`src/rtl/wav_stream_parser_macros.svh`:
```
// assertion macros shared by the wav stream parser rtl
`ifndef WAV_STREAM_PARSER_MACROS_SVH
`define WAV_STREAM_PARSER_MACROS_SVH

// same-cycle implication under reset
`define WSP_ASSERT_NOW(label, ck, rn, ante, cons, msg) \
	label: assert property (@(posedge ck) disable iff (!rn) (ante) |-> (cons)) else $error(msg);

// next-cycle implication under reset
`define WSP_ASSERT_NEXT(label, ck, rn, ante, cons, msg) \
	label: assert property (@(posedge ck) disable iff (!rn) (ante) |=> (cons)) else $error(msg);

`endif

```
`src/rtl/wsp_pkg.sv`:
```
// shared types and constants of the wav stream parser
package wsp_pkg;

	// chunk tags as little-endian words
	localparam logic [31:0] TAG_RIFF = 32'h4646_4952;
	localparam logic [31:0] TAG_WAVE = 32'h4556_4157;
	localparam logic [31:0] TAG_FMT  = 32'h2074_6D66;
	localparam logic [31:0] TAG_DATA = 32'h6174_6164;

	// register indexes
	localparam logic [1:0] REG_RATE       = 2'd0;
	localparam logic [1:0] REG_MAX_FRAMES = 2'd1;
	localparam logic [1:0] REG_MAX_BYTES  = 2'd2;

	localparam logic [31:0] RATE_RESET       = 32'd48000;
	localparam logic [31:0] MAX_FRAMES_RESET = 32'd28800000;
	localparam logic [31:0] MAX_BYTES_RESET  = 32'd536870912;

	// status codes
	localparam logic [3:0] ST_OK          = 4'd0;
	localparam logic [3:0] ST_TOO_BIG     = 4'd1;
	localparam logic [3:0] ST_NOT_WAVE    = 4'd2;
	localparam logic [3:0] ST_OVERRUN     = 4'd3;
	localparam logic [3:0] ST_SMALL_FMT   = 4'd4;
	localparam logic [3:0] ST_NO_FMT      = 4'd5;
	localparam logic [3:0] ST_NO_DATA     = 4'd6;
	localparam logic [3:0] ST_RATE        = 4'd7;
	localparam logic [3:0] ST_CHANNELS    = 4'd8;
	localparam logic [3:0] ST_FORMAT      = 4'd9;
	localparam logic [3:0] ST_ALIGN       = 4'd10;
	localparam logic [3:0] ST_PARTIAL     = 4'd11;
	localparam logic [3:0] ST_NO_FRAMES   = 4'd12;
	localparam logic [3:0] ST_MANY_FRAMES = 4'd13;
	localparam logic [3:0] ST_DATA_EARLY  = 4'd14;

	localparam logic [15:0] FMT_PCM   = 16'd1;
	localparam logic [15:0] FMT_FLOAT = 16'd3;

	// controller to datapath commands
	typedef struct packed {
		logic clear;
		logic shift_id;
		logic shift_size;
		logic pos_inc;
		logic pos_clr;
		logic pad_load;
		logic pad_clr;
		logic fmt_cap;
		logic data_byte;
		logic frame_clr;
		logic cbl_dec;
		logic fmt_seen;
	} cmd_t;

	// datapath to controller status
	typedef struct packed {
		logic       too_big;
		logic [4:0] pos;
		logic       hdr_bad;
		logic       size_zero;
		logic       size_lt16;
		logic       cid_fmt;
		logic       cid_data;
		logic [3:0] data_err;
		logic       body_end;
		logic       pad;
		logic       cbl_nxt_nz;
	} stat_t;

	// one result word
	typedef struct packed {
		logic        kind;
		logic [31:0] left;
		logic [31:0] right;
		logic [3:0]  code;
		logic        last;
	} res_t;

endpackage

```
`src/rtl/wsp_datapath.sv`:
```
// datapath: config registers, counters, captured fmt fields, frame assembly
module wsp_datapath (
	input  logic               clk,
	input  logic               arst_n,
	input  logic               cfg_we,
	input  logic [1:0]         cfg_index,
	input  logic [31:0]        cfg_data,
	input  logic               acc,
	input  logic [7:0]         in_byte,
	input  wsp_pkg::cmd_t      cmd,
	output wsp_pkg::stat_t     stat,
	output logic               sample_valid,
	output logic [31:0]        left,
	output logic [31:0]        right
);

	logic [31:0] rate_cfg_q, max_frames_q, max_bytes_q;
	logic [31:0] fbc_q, cid_q, cbl_q, fmt_rate_q;
	logic [4:0]  pos_q;
	logic        pad_q;
	logic [15:0] fc_q, ch_q, bb_q, sb_q;
	logic [63:0] fbuf_q;
	logic [2:0]  fbi_q;

	logic [31:0] cid_n, size_n, cbl_dec_v, cbl_nxt;
	logic [63:0] fbuf_n;
	logic        frame_done;
	logic [31:0] frames;
	logic [15:0] expect_bb;
	logic [3:0]  derr;

	// int16 over 32768 as float32
	function automatic logic [31:0] pcm_to_f32(input logic [15:0] v);
		logic        sgn;
		logic [15:0] mag;
		logic [3:0]  p;
		logic [23:0] norm;
		sgn = v[15];
		mag = sgn ? (~v + 16'd1) : v;
		p = 4'd0;
		for (int i = 0; i < 16; i++) begin
			if (mag[i]) p = 4'(i);
		end
		norm = {8'd0, mag} << (5'd23 - {1'b0, p});
		return (mag == 16'd0) ? 32'd0 : {sgn, {4'd0, p} + 8'd112, norm[22:0]};
	endfunction

	// configuration registers
	always_ff @(posedge clk or negedge arst_n) begin
		if (!arst_n) begin
			rate_cfg_q   <= wsp_pkg::RATE_RESET;
			max_frames_q <= wsp_pkg::MAX_FRAMES_RESET;
			max_bytes_q  <= wsp_pkg::MAX_BYTES_RESET;
		end else if (cfg_we) begin
			case (cfg_index)
				wsp_pkg::REG_RATE:       rate_cfg_q   <= cfg_data;
				wsp_pkg::REG_MAX_FRAMES: max_frames_q <= cfg_data;
				wsp_pkg::REG_MAX_BYTES:  max_bytes_q  <= cfg_data;
				default: ;
			endcase
		end
	end

	// shifted words
	assign cid_n     = {in_byte, cid_q[31:8]};
	assign size_n    = {in_byte, cbl_q[31:8]};
	assign cbl_dec_v = (cbl_q != 32'd0) ? cbl_q - 32'd1 : 32'd0;

	// data chunk checks, align is 2, 4 or 8 once earlier checks pass
	always_comb begin
		expect_bb = 16'd0;
		frames    = size_n;
		case ({ch_q[1:0], sb_q[5]})
			3'b010:  expect_bb = 16'd2;
			3'b011:  expect_bb = 16'd4;
			3'b100:  expect_bb = 16'd4;
			3'b101:  expect_bb = 16'd8;
			default: expect_bb = 16'd0;
		endcase
		if (bb_q == 16'd2) frames = {1'b0, size_n[31:1]};
		else if (bb_q == 16'd4) frames = {2'b0, size_n[31:2]};
		else frames = {3'b0, size_n[31:3]};
		if (!cmd.fmt_seen) derr = wsp_pkg::ST_DATA_EARLY;
		else if (fmt_rate_q != rate_cfg_q) derr = wsp_pkg::ST_RATE;
		else if (ch_q != 16'd1 && ch_q != 16'd2) derr = wsp_pkg::ST_CHANNELS;
		else if (!((fc_q == wsp_pkg::FMT_PCM && sb_q == 16'd16) ||
			(fc_q == wsp_pkg::FMT_FLOAT && sb_q == 16'd32))) derr = wsp_pkg::ST_FORMAT;
		else if (bb_q != expect_bb) derr = wsp_pkg::ST_ALIGN;
		else if ((size_n[2:0] & (bb_q[2:0] - 3'd1)) != 3'd0) derr = wsp_pkg::ST_PARTIAL;
		else if (frames == 32'd0) derr = wsp_pkg::ST_NO_FRAMES;
		else if (frames > max_frames_q) derr = wsp_pkg::ST_MANY_FRAMES;
		else derr = wsp_pkg::ST_OK;
	end

	// chunk length after this byte
	always_comb begin
		cbl_nxt = cbl_q;
		if (cmd.shift_size) cbl_nxt = size_n;
		if (cmd.cbl_dec) cbl_nxt = cbl_dec_v;
	end

	// frame assembly and sample conversion
	always_comb begin
		fbuf_n = fbuf_q;
		fbuf_n[{fbi_q, 3'b000} +: 8] = fbuf_q[{fbi_q, 3'b000} +: 8] | in_byte;
		frame_done = ({13'd0, fbi_q} + 16'd1 >= bb_q) || (fbi_q == 3'd7);
		if (fc_q == wsp_pkg::FMT_PCM) begin
			left  = pcm_to_f32(fbuf_n[15:0]);
			right = (ch_q == 16'd2) ? pcm_to_f32(fbuf_n[31:16]) : left;
		end else begin
			left  = fbuf_n[31:0];
			right = (ch_q == 16'd2) ? fbuf_n[63:32] : left;
		end
	end
	assign sample_valid = cmd.data_byte && frame_done;

	assign stat.too_big    = fbc_q >= max_bytes_q;
	assign stat.pos        = pos_q;
	assign stat.hdr_bad    = (pos_q == 5'd3 && cid_n != wsp_pkg::TAG_RIFF) ||
		(pos_q == 5'd11 && cid_n != wsp_pkg::TAG_WAVE);
	assign stat.size_zero  = size_n == 32'd0;
	assign stat.size_lt16  = size_n < 32'd16;
	assign stat.cid_fmt    = cid_q == wsp_pkg::TAG_FMT;
	assign stat.cid_data   = cid_q == wsp_pkg::TAG_DATA;
	assign stat.data_err   = derr;
	assign stat.body_end   = cbl_dec_v == 32'd0;
	assign stat.pad        = pad_q;
	assign stat.cbl_nxt_nz = cbl_nxt != 32'd0;

	// parse registers
	always_ff @(posedge clk or negedge arst_n) begin
		if (!arst_n) begin
			fbc_q <= '0; cid_q <= '0; cbl_q <= '0; fmt_rate_q <= '0; pos_q <= '0;
			pad_q <= 1'b0; fc_q <= '0; ch_q <= '0; bb_q <= '0; sb_q <= '0;
			fbuf_q <= '0; fbi_q <= '0;
		end else if (acc) begin
			if (cmd.clear) begin
				fbc_q <= '0; cid_q <= '0; cbl_q <= '0; fmt_rate_q <= '0; pos_q <= '0;
				pad_q <= 1'b0; fc_q <= '0; ch_q <= '0; bb_q <= '0; sb_q <= '0;
				fbuf_q <= '0; fbi_q <= '0;
			end else begin
				if (fbc_q != 32'hFFFF_FFFF) fbc_q <= fbc_q + 32'd1;
				if (cmd.shift_id) cid_q <= cid_n;
				cbl_q <= cbl_nxt;
				if (cmd.pos_clr) pos_q <= '0;
				else if (cmd.pos_inc) pos_q <= pos_q + 5'd1;
				if (cmd.pad_load) pad_q <= size_n[0];
				else if (cmd.pad_clr) pad_q <= 1'b0;
				// fmt field capture by body position
				if (cmd.fmt_cap) begin
					case (pos_q)
						5'd0:  fc_q <= {8'd0, in_byte};
						5'd1:  fc_q[15:8] <= fc_q[15:8] | in_byte;
						5'd2:  ch_q <= {8'd0, in_byte};
						5'd3:  ch_q[15:8] <= ch_q[15:8] | in_byte;
						5'd4, 5'd5, 5'd6, 5'd7: fmt_rate_q <= {in_byte, fmt_rate_q[31:8]};
						5'd12: bb_q <= {8'd0, in_byte};
						5'd13: bb_q[15:8] <= bb_q[15:8] | in_byte;
						5'd14: sb_q <= {8'd0, in_byte};
						5'd15: sb_q[15:8] <= sb_q[15:8] | in_byte;
						default: ;
					endcase
				end
				if (cmd.frame_clr) begin
					fbuf_q <= '0;
					fbi_q  <= '0;
				end else if (cmd.data_byte) begin
					if (frame_done) begin
						fbuf_q <= '0;
						fbi_q  <= '0;
					end else begin
						fbuf_q <= fbuf_n;
						fbi_q  <= fbi_q + 3'd1;
					end
				end
			end
		end
	end

endmodule

```
`src/rtl/wsp_ctrl.sv`:
```
// controller: parse phase, latched error, seen flags and end status
module wsp_ctrl (
	input  logic           clk,
	input  logic           arst_n,
	input  logic           acc,
	input  logic           eof,
	input  wsp_pkg::stat_t stat,
	output wsp_pkg::cmd_t  cmd,
	output logic           status_valid,
	output logic [3:0]     status_code
);

	localparam logic [2:0] PH_HEADER   = 3'd0;
	localparam logic [2:0] PH_CHUNK_HDR = 3'd1;
	localparam logic [2:0] PH_FMT      = 3'd2;
	localparam logic [2:0] PH_DATA     = 3'd3;
	localparam logic [2:0] PH_SKIP     = 3'd4;
	localparam logic [2:0] PH_PAD      = 3'd5;

	logic [2:0] ph_q, ph_n, ph_p;
	logic [3:0] err_q, err_n;
	logic [1:0] seen_q, seen_n;
	logic       run;

	assign run = acc && !stat.too_big && err_q == wsp_pkg::ST_OK;

	// next phase and commands for one byte
	always_comb begin
		cmd = '0;
		cmd.fmt_seen = seen_q[0];
		// clear the datapath along with the controller at end of file
		cmd.clear = acc && eof;
		ph_p  = ph_q;
		err_n = stat.too_big ? wsp_pkg::ST_TOO_BIG : err_q;
		seen_n = seen_q;
		if (run) begin
			case (ph_q)
				PH_HEADER: begin
					cmd.shift_id = 1'b1;
					if (stat.hdr_bad) begin
						err_n = wsp_pkg::ST_NOT_WAVE;
					end else begin
						cmd.pos_inc = 1'b1;
						if (stat.pos >= 5'd11) begin
							ph_p = PH_CHUNK_HDR;
							cmd.pos_clr = 1'b1;
						end
					end
				end
				PH_CHUNK_HDR: begin
					cmd.shift_id   = stat.pos < 5'd4;
					cmd.shift_size = stat.pos >= 5'd4;
					cmd.pos_inc    = 1'b1;
					if (stat.pos >= 5'd7) begin
						cmd.pos_clr  = 1'b1;
						cmd.pad_load = 1'b1;
						if (eof && !stat.size_zero) begin
							ph_p = PH_SKIP;
						end else if (stat.cid_fmt) begin
							if (stat.size_lt16) begin
								err_n = wsp_pkg::ST_SMALL_FMT;
							end else begin
								seen_n[0] = 1'b1;
								ph_p = PH_FMT;
							end
						end else if (stat.cid_data && !seen_q[1]) begin
							if (stat.data_err != wsp_pkg::ST_OK) begin
								err_n = stat.data_err;
							end else begin
								seen_n[1] = 1'b1;
								cmd.frame_clr = 1'b1;
								ph_p = PH_DATA;
							end
						end else begin
							ph_p = stat.size_zero ? PH_CHUNK_HDR : PH_SKIP;
						end
					end
				end
				PH_FMT, PH_DATA, PH_SKIP: begin
					cmd.fmt_cap   = ph_q == PH_FMT;
					cmd.pos_inc   = (ph_q == PH_FMT) && (stat.pos < 5'd16);
					cmd.data_byte = ph_q == PH_DATA;
					cmd.cbl_dec   = 1'b1;
					if (stat.body_end) begin
						ph_p = stat.pad ? PH_PAD : PH_CHUNK_HDR;
						cmd.pos_clr = 1'b1;
					end
				end
				PH_PAD: begin
					cmd.pad_clr = 1'b1;
					cmd.pos_clr = 1'b1;
					ph_p = PH_CHUNK_HDR;
				end
				default: begin
					cmd.pos_clr = 1'b1;
					ph_p = PH_CHUNK_HDR;
				end
			endcase
		end
	end

	// end of file status, then start over
	always_comb begin
		status_valid = acc && eof;
		if (err_n != wsp_pkg::ST_OK) status_code = err_n;
		else if (ph_p == PH_HEADER) status_code = wsp_pkg::ST_NOT_WAVE;
		else if ((ph_p inside {PH_FMT, PH_DATA, PH_SKIP}) && stat.cbl_nxt_nz)
			status_code = wsp_pkg::ST_OVERRUN;
		else if (!seen_n[0]) status_code = wsp_pkg::ST_NO_FMT;
		else if (!seen_n[1]) status_code = wsp_pkg::ST_NO_DATA;
		else status_code = wsp_pkg::ST_OK;
		ph_n = status_valid ? PH_HEADER : ph_p;
	end

	always_ff @(posedge clk or negedge arst_n) begin
		if (!arst_n) begin
			ph_q   <= PH_HEADER;
			err_q  <= wsp_pkg::ST_OK;
			seen_q <= 2'b00;
		end else if (acc) begin
			ph_q   <= ph_n;
			err_q  <= eof ? wsp_pkg::ST_OK : err_n;
			seen_q <= eof ? 2'b00 : seen_n;
		end
	end

endmodule

```
`src/rtl/wsp_outq.sv`:
```
// two-word result buffer between the parser and the output stream
module wsp_outq (
	input  logic          clk,
	input  logic          arst_n,
	input  logic          push,
	input  logic          sample_valid,
	input  logic [31:0]   left,
	input  logic [31:0]   right,
	input  logic          status_valid,
	input  logic [3:0]    status_code,
	output logic          ready,
	output logic          m_tvalid,
	input  logic          m_tready,
	output wsp_pkg::res_t head,
	output logic [1:0]    count
);

	wsp_pkg::res_t q0_q, q1_q, r0, r1;
	logic [1:0]    cnt_q;
	logic          pop;

	assign pop      = m_tvalid && m_tready;
	assign m_tvalid = cnt_q != 2'd0;
	assign ready    = (cnt_q == 2'd0) || (cnt_q == 2'd1 && m_tready);
	assign head     = q0_q;
	assign count    = cnt_q;

	// sample word first, status word last
	always_comb begin
		r1 = '{kind: 1'b1, left: 32'd0, right: 32'd0, code: status_code, last: 1'b1};
		if (sample_valid)
			r0 = '{kind: 1'b0, left: left, right: right, code: wsp_pkg::ST_OK,
				last: !status_valid};
		else
			r0 = r1;
	end

	always_ff @(posedge clk) begin
		if (push) begin
			q0_q <= r0;
			q1_q <= r1;
		end else if (pop) begin
			q0_q <= q1_q;
		end
	end

	always_ff @(posedge clk or negedge arst_n) begin
		if (!arst_n) cnt_q <= 2'd0;
		else if (push) cnt_q <= {1'b0, sample_valid} + {1'b0, status_valid};
		else if (pop) cnt_q <= cnt_q - 2'd1;
	end

endmodule

```
`src/rtl/wav_stream_parser.sv`:
```
// top level of the wav stream parser
// Takes a RIFF/WAVE file one byte per word on the s_ side; s_tlast marks the
// last byte of a file. Stereo float32 sample pairs leave on the m_ side with
// m_tuser low; one status word with m_tuser high closes every file, and
// m_tlast marks the last word caused by one input byte.
// Throughput: one byte per cycle while the sink keeps m_tready high, except that
// a byte yielding two words (a sample pair and the status) holds s_tready low until
// the first of them is taken. A byte yields zero, one or two words; they appear in
// the cycle after the byte is taken.
// Each byte is parsed combinationally by the phase controller and datapath;
// the rate is set by the two-word result buffer, which must be empty, or
// down to its last word that is being taken, before the next byte is accepted.
// When the sink stalls, s_tready drops until the buffer drains; nothing is lost.
// Reset clears the parser, loads the register defaults (rate 48000, max frames
// 28800000, max file bytes 536870912) and empties the buffer. After the last
// byte of a file the parser starts clean on the next file. Registers are written
// through cfg_we/cfg_index/cfg_data by the user while idle; the block does not check.
`include "wav_stream_parser_macros.svh"
module wav_stream_parser (
	input  logic        clk,
	input  logic        arst_n,
	input  logic        s_tvalid,
	output logic        s_tready,
	input  logic [7:0]  s_tdata,   // in_byte[7:0]
	input  logic        s_tlast,   // end_of_file
	output logic        m_tvalid,
	input  logic        m_tready,
	output logic [71:0] m_tdata,   // left_sample[31:0], right_sample[63:32], status_code[67:64]
	output logic        m_tuser,   // result_kind
	output logic        m_tlast,   // final_result
	input  logic        cfg_we,
	input  logic [1:0]  cfg_index,
	input  logic [31:0] cfg_data
);

	wsp_pkg::cmd_t  cmd;
	wsp_pkg::stat_t stat;
	wsp_pkg::res_t  head;
	logic           acc, sample_valid, status_valid;
	logic [31:0]    left, right;
	logic [3:0]     status_code;
	logic [1:0]     count;

	assign acc = s_tvalid && s_tready;

	wsp_ctrl u_ctrl (
		.clk, .arst_n, .acc, .eof(s_tlast), .stat, .cmd, .status_valid, .status_code
	);

	wsp_datapath u_dp (
		.clk, .arst_n, .cfg_we, .cfg_index, .cfg_data, .acc, .in_byte(s_tdata),
		.cmd, .stat, .sample_valid, .left, .right
	);

	wsp_outq u_outq (
		.clk, .arst_n, .push(acc), .sample_valid, .left, .right, .status_valid,
		.status_code, .ready(s_tready), .m_tvalid, .m_tready, .head, .count
	);

	// output word packing
	assign m_tdata = {4'd0, head.code, head.right, head.left};
	assign m_tuser = head.kind;
	assign m_tlast = head.last;

	`WSP_ASSERT_NEXT(a_eof_gives_word, clk, arst_n, acc && s_tlast, m_tvalid, "no status after last byte")
	`WSP_ASSERT_NOW(a_full_blocks, clk, arst_n, count == 2'd2, !s_tready, "byte taken with full buffer")
	`WSP_ASSERT_NOW(a_status_last, clk, arst_n, m_tvalid && m_tuser, m_tlast, "status word not last")

endmodule
```
`config.mk`:
```
export PLATFORM = sky130hd
export DESIGN_NAME = wav_stream_parser
export DESIGN_NICKNAME = d
export VERILOG_FILES = /design/src/rtl/wsp_pkg.sv /design/src/rtl/wsp_datapath.sv /design/src/rtl/wsp_ctrl.sv /design/src/rtl/wsp_outq.sv /design/src/rtl/wav_stream_parser.sv
export VERILOG_INCLUDE_DIRS = /design/src /design/src/rtl
export SDC_FILE = /design/constraint.sdc
export NUM_CORES = 1
export LEC_CHECK = 0
export ABC_AREA = 1
export BUFFER_PORTS_ARGS = -buffer_cell sky130_fd_sc_hd__buf_4
export CAP_MARGIN = 20
export CORE_ASPECT_RATIO = 1.5
export CORE_UTILIZATION = 65
export DETAILED_ROUTE_END_ITERATION = 8
export PLACE_DENSITY = 0.93
export SLEW_MARGIN = 20
export SYNTH_ARGS = -nofsm -noshare
export SYNTH_HDL_FRONTEND = slang
export SYNTH_SLANG_ARGS = --single-unit
```
`constraint.sdc`:
```
create_clock -name clk -period 11.12 [get_ports clk]
set_clock_uncertainty 0.05 [all_clocks]
set_input_delay 2.224 -clock clk [delete_from_list [all_inputs] [get_ports clk]]
set_output_delay 2.224 -clock clk [all_outputs]
set_load 0.02 [all_outputs]
```
==> impl_results.md, run 1 <==
* CTS sink count at 446
* Synth top cells by count: nand2_1 (1071), inv_1 (532), dfrtp_1 (353), o21ai_0 (352), nor2_1 (274)
* Share of layout cells above drive strength 1 at a little under a tenth
* Pin count of the biggest net entering global routing at ~170
* DR vias at between 20k and 30k
* Drt wl/cell at 20.1 um
* Final setup fails at 0
* Via density per instance at roughly 6.2
* Vias in the first global route at ~27k
* Largest cells by area after synthesis: dfrtp_1 (31%), nand2_1 (14%), edfxtp_1 (7.8%)
* Drt initial violations at 3111
* Gate Count Post-Synth at 3920
* Final instance count without filler cells at between 4k and 5k
* DR DRC count at 0
* Hold Path Class: flip-flop to flip-flop
* Final Core Density at between 70% and 80%
* First-pass GRT wire length at 142 mm
* Clk root buf: clkbuf_16
* Count leader, synth: nand2_1
* Total track usage at 40.9%
* Final Instance Area at slightly above 30000 um2
* FF+latch count, synth at 446
* Clock Latency Late Sink at slightly below 600 ps
* Crit Path Class: flip-flop to flip-flop
* Worst Setup SP: u_dp.bb_q[13]$_DFFE_PN0P_
* Detail Placement HPWL at 65.2 mm
* Placer Congestion at a little over 1
* Post-DRT Antenna Nets at 0
* Delay-heaviest family, CP: simple AND/OR/NAND/NOR gates
* Final Max Tran Viols at 0
* WP buf/inv at 4
* CP max stage delay at 890 ps
* Tmin final at 6130 ps
* Rel. slew slack at a little over a quarter
* Die Height at around 260 um
* Fin nets at between 4k and 5k
* Signal arrival time at the worst endpoint at 6530 ps
* Starting density of the core at approximately two thirds
* Initial antenna violation count at 2
* TritonCTS clock tree: done
* Ys async rst share at a little over four fifths
* Worst Path Required at 11520 ps
* Number of synthesized flops with an enable pin at 74
* Number of max-cap violations at 0
* Syn avg cell area at between 7 and 8 um2
* Setup TNS at 0 ps
* Leakage at about 16 nW
* P per Cell Area at between 300 and 400 nW/um2
* Drt first pass iters at 9
* WL final at between 90 and 100 mm
* Worst r2r src: u_dp.bb_q[13]$_DFFE_PN0P_
* Placed cell areas at slightly below 30000 um2
* Status: complete, no violations
* Max H-tree Level at 2
* # diodes at 0
* Distinct cell type count after synthesis at 66
* Max VDD drop at 317 uV
* Share of the synthesized area in the top cell type at between 30% and 40%
* Crit start category: flip-flop
* Seq/Total Area, Yosys at 40.7%
* Maximum clock rate at 0.163 GHz
* Worst path slowest cell: nand3_2
* Die Wd at 173 um
* Dpl cells at ~4.5k
* CTS Buffer Depth at 3
* Clock transition at path regs at ~70 ps
* CP dominant cell by count: nand2_1
* PnR worst setup slack at ~5000 ps
* IO Port Bufs at 119
* Post-CTS Setup Bufs at 0
* Crit. End Element: flip-flop
* Largest area contributor in the synthesized netlist: dfrtp_1
* Die Area at about 45000 um2
* Most used DFF post-synth: dfrtp_1
* YS warnings at 0
* # resized after CTS at 0
* Core Region at roughly 43000 um2
* Pre-CTS setup slack at about 4600 ps
* Worst slew pin tran at about 1100 ps
* HP Start: u_dp.max_bytes_q[19]$_DFFE_PN0P_
* RSZ-0062 raised after global routing: false
* P&R area growth vs syn at 8.97%
* Grt ovf at 0
* I/O pins at 124
* Final hold violation count at 0
* Post-synthesis cell area at around 28000 um2
* Number of buffers created by CTS at 43
* Fin crit share at a little under three fifths
* Row cnt at 93
* Hold Buf Count CTS at 0
* Worst-path fanout max at between 60 and 70
per-stage QoR:
step	hold WS (ps)	total power, mW
after floorplan	403	6.40
after global routing	456	10.2
after detailed placement	423	7.85
after CTS	439	9.35
after global placement	417	7.76
final	436	9.59
routing by layer:
| layer | wire (um) | GRT usage (%) |
|---|---|---|
| met2 | 44500 | 70.7 |
| met5 | 29 | 0 |
| met1 | 30000 | 42.7 |
| met4 | 9630 | 37.0 |
| met3 | 7710 | 6.82 |
cells in the final DEF, fill, tap and decap left out, types with 46 or more instances in the layout:
cell type	n
o22ai_1	79
inv_1	531
dfrtp_1	353
nand4_1	56
nand2_1	1070
nand3_1	268
buf_4	140
xor2_1	46
o21ai_0	352
edfxtp_1	74
a21oi_1	182
ha_1	88
nor2_1	272
cells by family (layout without fill, tap and decap cells):
logic type	after synthesis	count (layout)	synth area share, %
XOR/XNOR	53	53	1.77
flip-flops	446	446	40.7
buffers and inverters	725	793	10.1
other	1	4	0.0132
AND/OR/NAND/NOR	1860	1860	28.7
adder cells (fa/ha/maj)	88	88	3.88
AO/OA/AOI/OAI	747	747	14.8
flip-flops by register name, indices dropped and copies added (netlist names), 5 cells and up:
register / cells
u_dp.bb_q: 16
u_dp.cbl_q: 32
u_dp.ch_q: 16
u_dp.cid_q: 32
u_dp.fbc_q: 32
u_dp.fbuf_q: 64
u_dp.fc_q: 16
u_dp.fmt_rate_q: 32
u_dp.max_bytes_q: 32
u_dp.max_frames_q: 32
u_dp.pos_q: 5
u_dp.rate_cfg_q: 32
u_dp.sb_q: 16
u_outq.head: 70
tightest hold or removal path: stages (launching register included):
cell	delay (ps)
dfrtp_1	350
nand2_1	50
o21ai_0	60
power by group:
group / internal, mW / total, mW / switching, mW / leakage (nW)
Combinational: 1.57 / 5.57 / 4.00 / 9.35
Sequential: 2.15 / 2.54 / 0.390 / 5.59
Clock: 0.801 / 1.48 / 0.675 / 0.664
worst paths after layout:
kind | slack, ps | cells after the start | endpoint
worst max-delay path | 4990 | 26 | u_dp.fbuf_q[0]$_DFFE_PN0P_
worst min-delay path | 440 | 2 | u_dp.max_bytes_q[19]$_DFFE_PN0P_
worst max register to register | 4990 | 26 | u_dp.fbuf_q[0]$_DFFE_PN0P_
worst min register to register | 440 | 2 | u_dp.max_bytes_q[19]$_DFFE_PN0P_
max in group asynchronous | 7690 | 3 | u_dp.cbl_q[3]$_DFFE_PN0P_
min in group asynchronous | 1560 | 1 | u_dp.ch_q[15]$_DFFE_PN0P_
final cells by class:
type | count | area [um2]
clock inverters | 23 | 201
flip-flops and latches | 446 | 11600
inverters | 570 | 2140
repair buffers | 144 | 1120
multi-input cells | 2752 | 14000
clock buffers | 56 | 1180
well taps | 570 | 713
fillers | 3369 | 12100
Note: power is estimated with default switching activity, not from simulation.
==> run 2, diff against run 1 <==
ABC_AREA = 0   (was 1)
CORE_UTILIZATION = 63   (was 65)
PLACE_DENSITY = 0.91   (was 0.93)
clock period = 6.2 ns   (was 11.12 ns; I/O delays follow)
==> run 2 against run 1 <==
- largest power group is now registers
- critical path depth is 12 lower
- worst setup slack worse by 4900 ps
- synthesized cell count is 18% lower
- final area is 3.9% higher
- clock power is 95% higher
- flip-flop and latch count stayed put
- global-route usage is 9.2 points higher
- worst hold slack better by 23 ps
- register-to-register slack worse by 4900 ps
- wire length is 24% higher
==> impl_results.md, run 2 <==
* Status: complete, no violations
* Sw Share at between 30% and 40%
* # fillers at approximately 3.1k
* Drt wl/cell at approximately 29 um
* CTS Buffer Depth at 3
* Worst path cell trace: ha_1 -> a21o_1 -> a221o_1 -> a221o_1 -> a221oi_1 -> o211ai_1 -> o21a_1 -> a211oi_1 -> nand4_1 -> nor4_1 -> buf_4 -> a22oi_1 -> o41ai_1 -> a22o_1
* Post-synthesis cell area at roughly 28000 um2
* IO Port Bufs at roughly 120
* Vias in the first global route at 28.6k
* HP Start: u_dp.max_bytes_q[8]$_DFFE_PN0P_
* Largest cells by area after synthesis: dfrtp_1 (31%), edfxtp_1 (7.8%), mux2_2 (5.3%)
* P per Cell Area at between 300 and 400 nW/um2
* Number of max-cap violations at 0
* Crit start category: flip-flop
* Die Area at ~46000 um2
* Crit Path Class: flip-flop to flip-flop
* Fin nets at roughly 3.5k
* Max VDD drop at around 290 uV
* Worst Setup SP: u_dp.fbc_q[18]$_DFFE_PN0P_
* Clk root buf: clkbuf_16
* WP buf/inv at 1
* Hold Path Class: flip-flop to flip-flop
* Share of the synthesized area in the top cell type at 31.2%
* Starting density of the core at between 60% and 70%
* Clock transition at path regs at 70 ps
* Hold Buf Count CTS at 0
* Syn avg cell area at around 8.8 um2
* DR DRC count at 0
* Maximum clock rate at about 0.16 GHz
* Tmin final at ~6100 ps
* Number of buffers created by CTS at 44
* Final hold violation count at 0
* TritonCTS clock tree: done
* Signal arrival time at the worst endpoint at ~6500 ps
* Die Height at between 200 and 300 um
* WL final at 114 mm
* Initial antenna violation count at 6
* Max H-tree Level at 2
* Detail Placement HPWL at 80.1 mm
* Highest-count cells in the layout ignoring fill and taps: nand2_1 (397), nor2_1 (352), dfrtp_1 (352)
* Core Region at roughly 44000 um2
* Worst Path Required at 6620 ps
* First-pass GRT wire length at 172 mm
* Rel. slew slack at a little under a quarter
* Final Max Tran Viols at 0
* CP max stage delay at around 890 ps
* Placer Congestion at about 1.1
* Power Internal at around 6.4 mW
* RSZ-0062 raised after global routing: true
* Drt first pass iters at 6
* P&R area growth vs syn at 13.5%
* Commonest non-fill, non-tap cell in the layout: nand2_1
* Post-DRT Antenna Nets at 0
* Comb pwr share at 30.5%
* Ys async rst share at a little over four fifths
* Seq/Total Area, Yosys at 40.8%
* Worst path slowest cell: a221oi_1
* Drt initial violations at between 3k and 4k
* Synth top cells by count: nand2_1 (399), dfrtp_1 (353), nor2_1 (353), o21ai_0 (269), a21oi_1 (182)
* Largest area contributor in the synthesized netlist: dfrtp_1
* Distinct cell type count after synthesis at slightly below 100
* Count leader, synth: nand2_1
* Worst-path fanout max at 6
* Total track usage at 50.0%
* Worst slew pin tran at 1150 ps
* Sequential share of power at 41.6%
* Dpl cells at just under 4k
* Leakage at roughly 14 nW
* Switching Power at around 4 mW
* DR vias at about 29k
* Share of layout cells above drive strength 1 at between 15 and 20%
* CTS sink count at 446
* Fin crit share at roughly 100%
* I/O pins at about 120
* Clk pwr share at 27.9%
* Final setup fails at 0
* Row cnt at between 90 and 100
* Max reg flops at 70
* Gate Count Post-Synth at approximately 3.2k
* Worst r2r src: u_dp.fbc_q[18]$_DFFE_PN0P_
* Pin count of the biggest net entering global routing at 149
* Minimum hold slack at between 400 and 500 ps
* YS warnings at 0
* Delay-heaviest family, CP: compound AO/OA/AOI/OAI gates
* Final instance count without filler cells at 3963
* Clock Latency Late Sink at a little over 600 ps
* CP dominant cell by count: a221o_1
* Die Wd at approximately 180 um
* Register Area at 11600 um2
* Crit. End Element: flip-flop
* Most used DFF post-synth: dfrtp_1
* Via density per instance at 7.23
* Multi-input logic area at between 15000 and 20000 um2
* Grt ovf at 0
* FF+latch count, synth at 446
* Number of synthesized flops with an enable pin at 74
## run 2: changes by cell type after synthesis, moves of 35 or more
cell	change
xnor2_1	+37
a21o_1	+39
mux2i_1	+79
clkbuf_1	+74
a31oi_1	+35
nand3_1	-205
nand2_1	-672
mux2_2	+133
o21ai_0	-83
inv_1	-411
nor2_1	+79
a211oi_1	+45
o22ai_1	-57
## run 2: cell type report
class                      instances  share of cell area, %
timing repair buffer             275                   6.73
clock inverter                    26                  0.965
antenna                            1                0.00778
clock buffer                      56                   3.85
inverter                         123                   1.44
multi-input combinational       2460                   48.8
sequential                       446                   35.9
tap                              576                   2.24
## run 2: cells by family after synthesis
group / share of synthesized area (%)
flops: 40.8
compound gates: 20.4
xor+xnor: 2.84
mux: 8.22
fa+ha+maj: 3.89
other cells: 0.0132
buf+inv: 4.53
simple gates: 19.3
## run 2: timing repair
| item | 4_1_cts | 5_1_grt |
|---|---|---|
| setup buffers | 0 | 1 |
| endpoints found under the setup margin | 1 | 80 |
| pin swaps | 0 | 2 |
| resized for setup | 1 | 20 |
## run 2: power groups by stage
stage | clock, mW | sequential (mW) | combinational [mW]
6_report | 2.89 | 4.30 | 3.16
5_1_grt | 2.98 | 4.34 | 3.38
4_1_cts | 2.88 | 4.25 | 3.03
3_5_place_dp | 0 | 4.27 | 2.95
3_3_place_gp | 0 | 4.21 | 2.79
2_1_floorplan | 0 | 4.15 | 1.88
## run 2: final timing paths
check / cells after the start / slack [ps] / to
max: 14 / 120 / u_outq.head[3]$_DFFE_PP_
min: 1 / 460 / u_dp.max_bytes_q[8]$_DFFE_PN0P_
max reg2reg: 14 / 120 / u_outq.head[3]$_DFFE_PP_
min reg2reg: 1 / 460 / u_dp.max_bytes_q[8]$_DFFE_PN0P_
max in group asynchronous: 2 / 4200 / u_dp.fbc_q[8]$_DFFE_PN0P_
min in group asynchronous: 1 / 590 / u_dp.ch_q[6]$_DFFE_PN0P_
## run 2: metrics by stage
step	setup TNS, ps	utilization, %	setup slack (ps)	power, mW	cell area (um2)
3_3_place_gp	-13.4	68.9	-13.4	7.00	30400
6_report	0	72.9	115	10.3	32100
2_1_floorplan	0	-	215	6.03	28300
3_5_place_dp	-107	69.0	-83.6	7.22	30400
5_1_grt	-14.1	72.9	-12.7	10.7	32100
4_1_cts	0	72.5	47.0	10.2	32000
## run 2: metal layers
layer / GRT usage, % / share of wire (%)
met1: 50.1 / 30
met2: 83.3 / 47
met5: 0 / 0.050
met3: 12.1 / 9.6
met4: 51.9 / 13
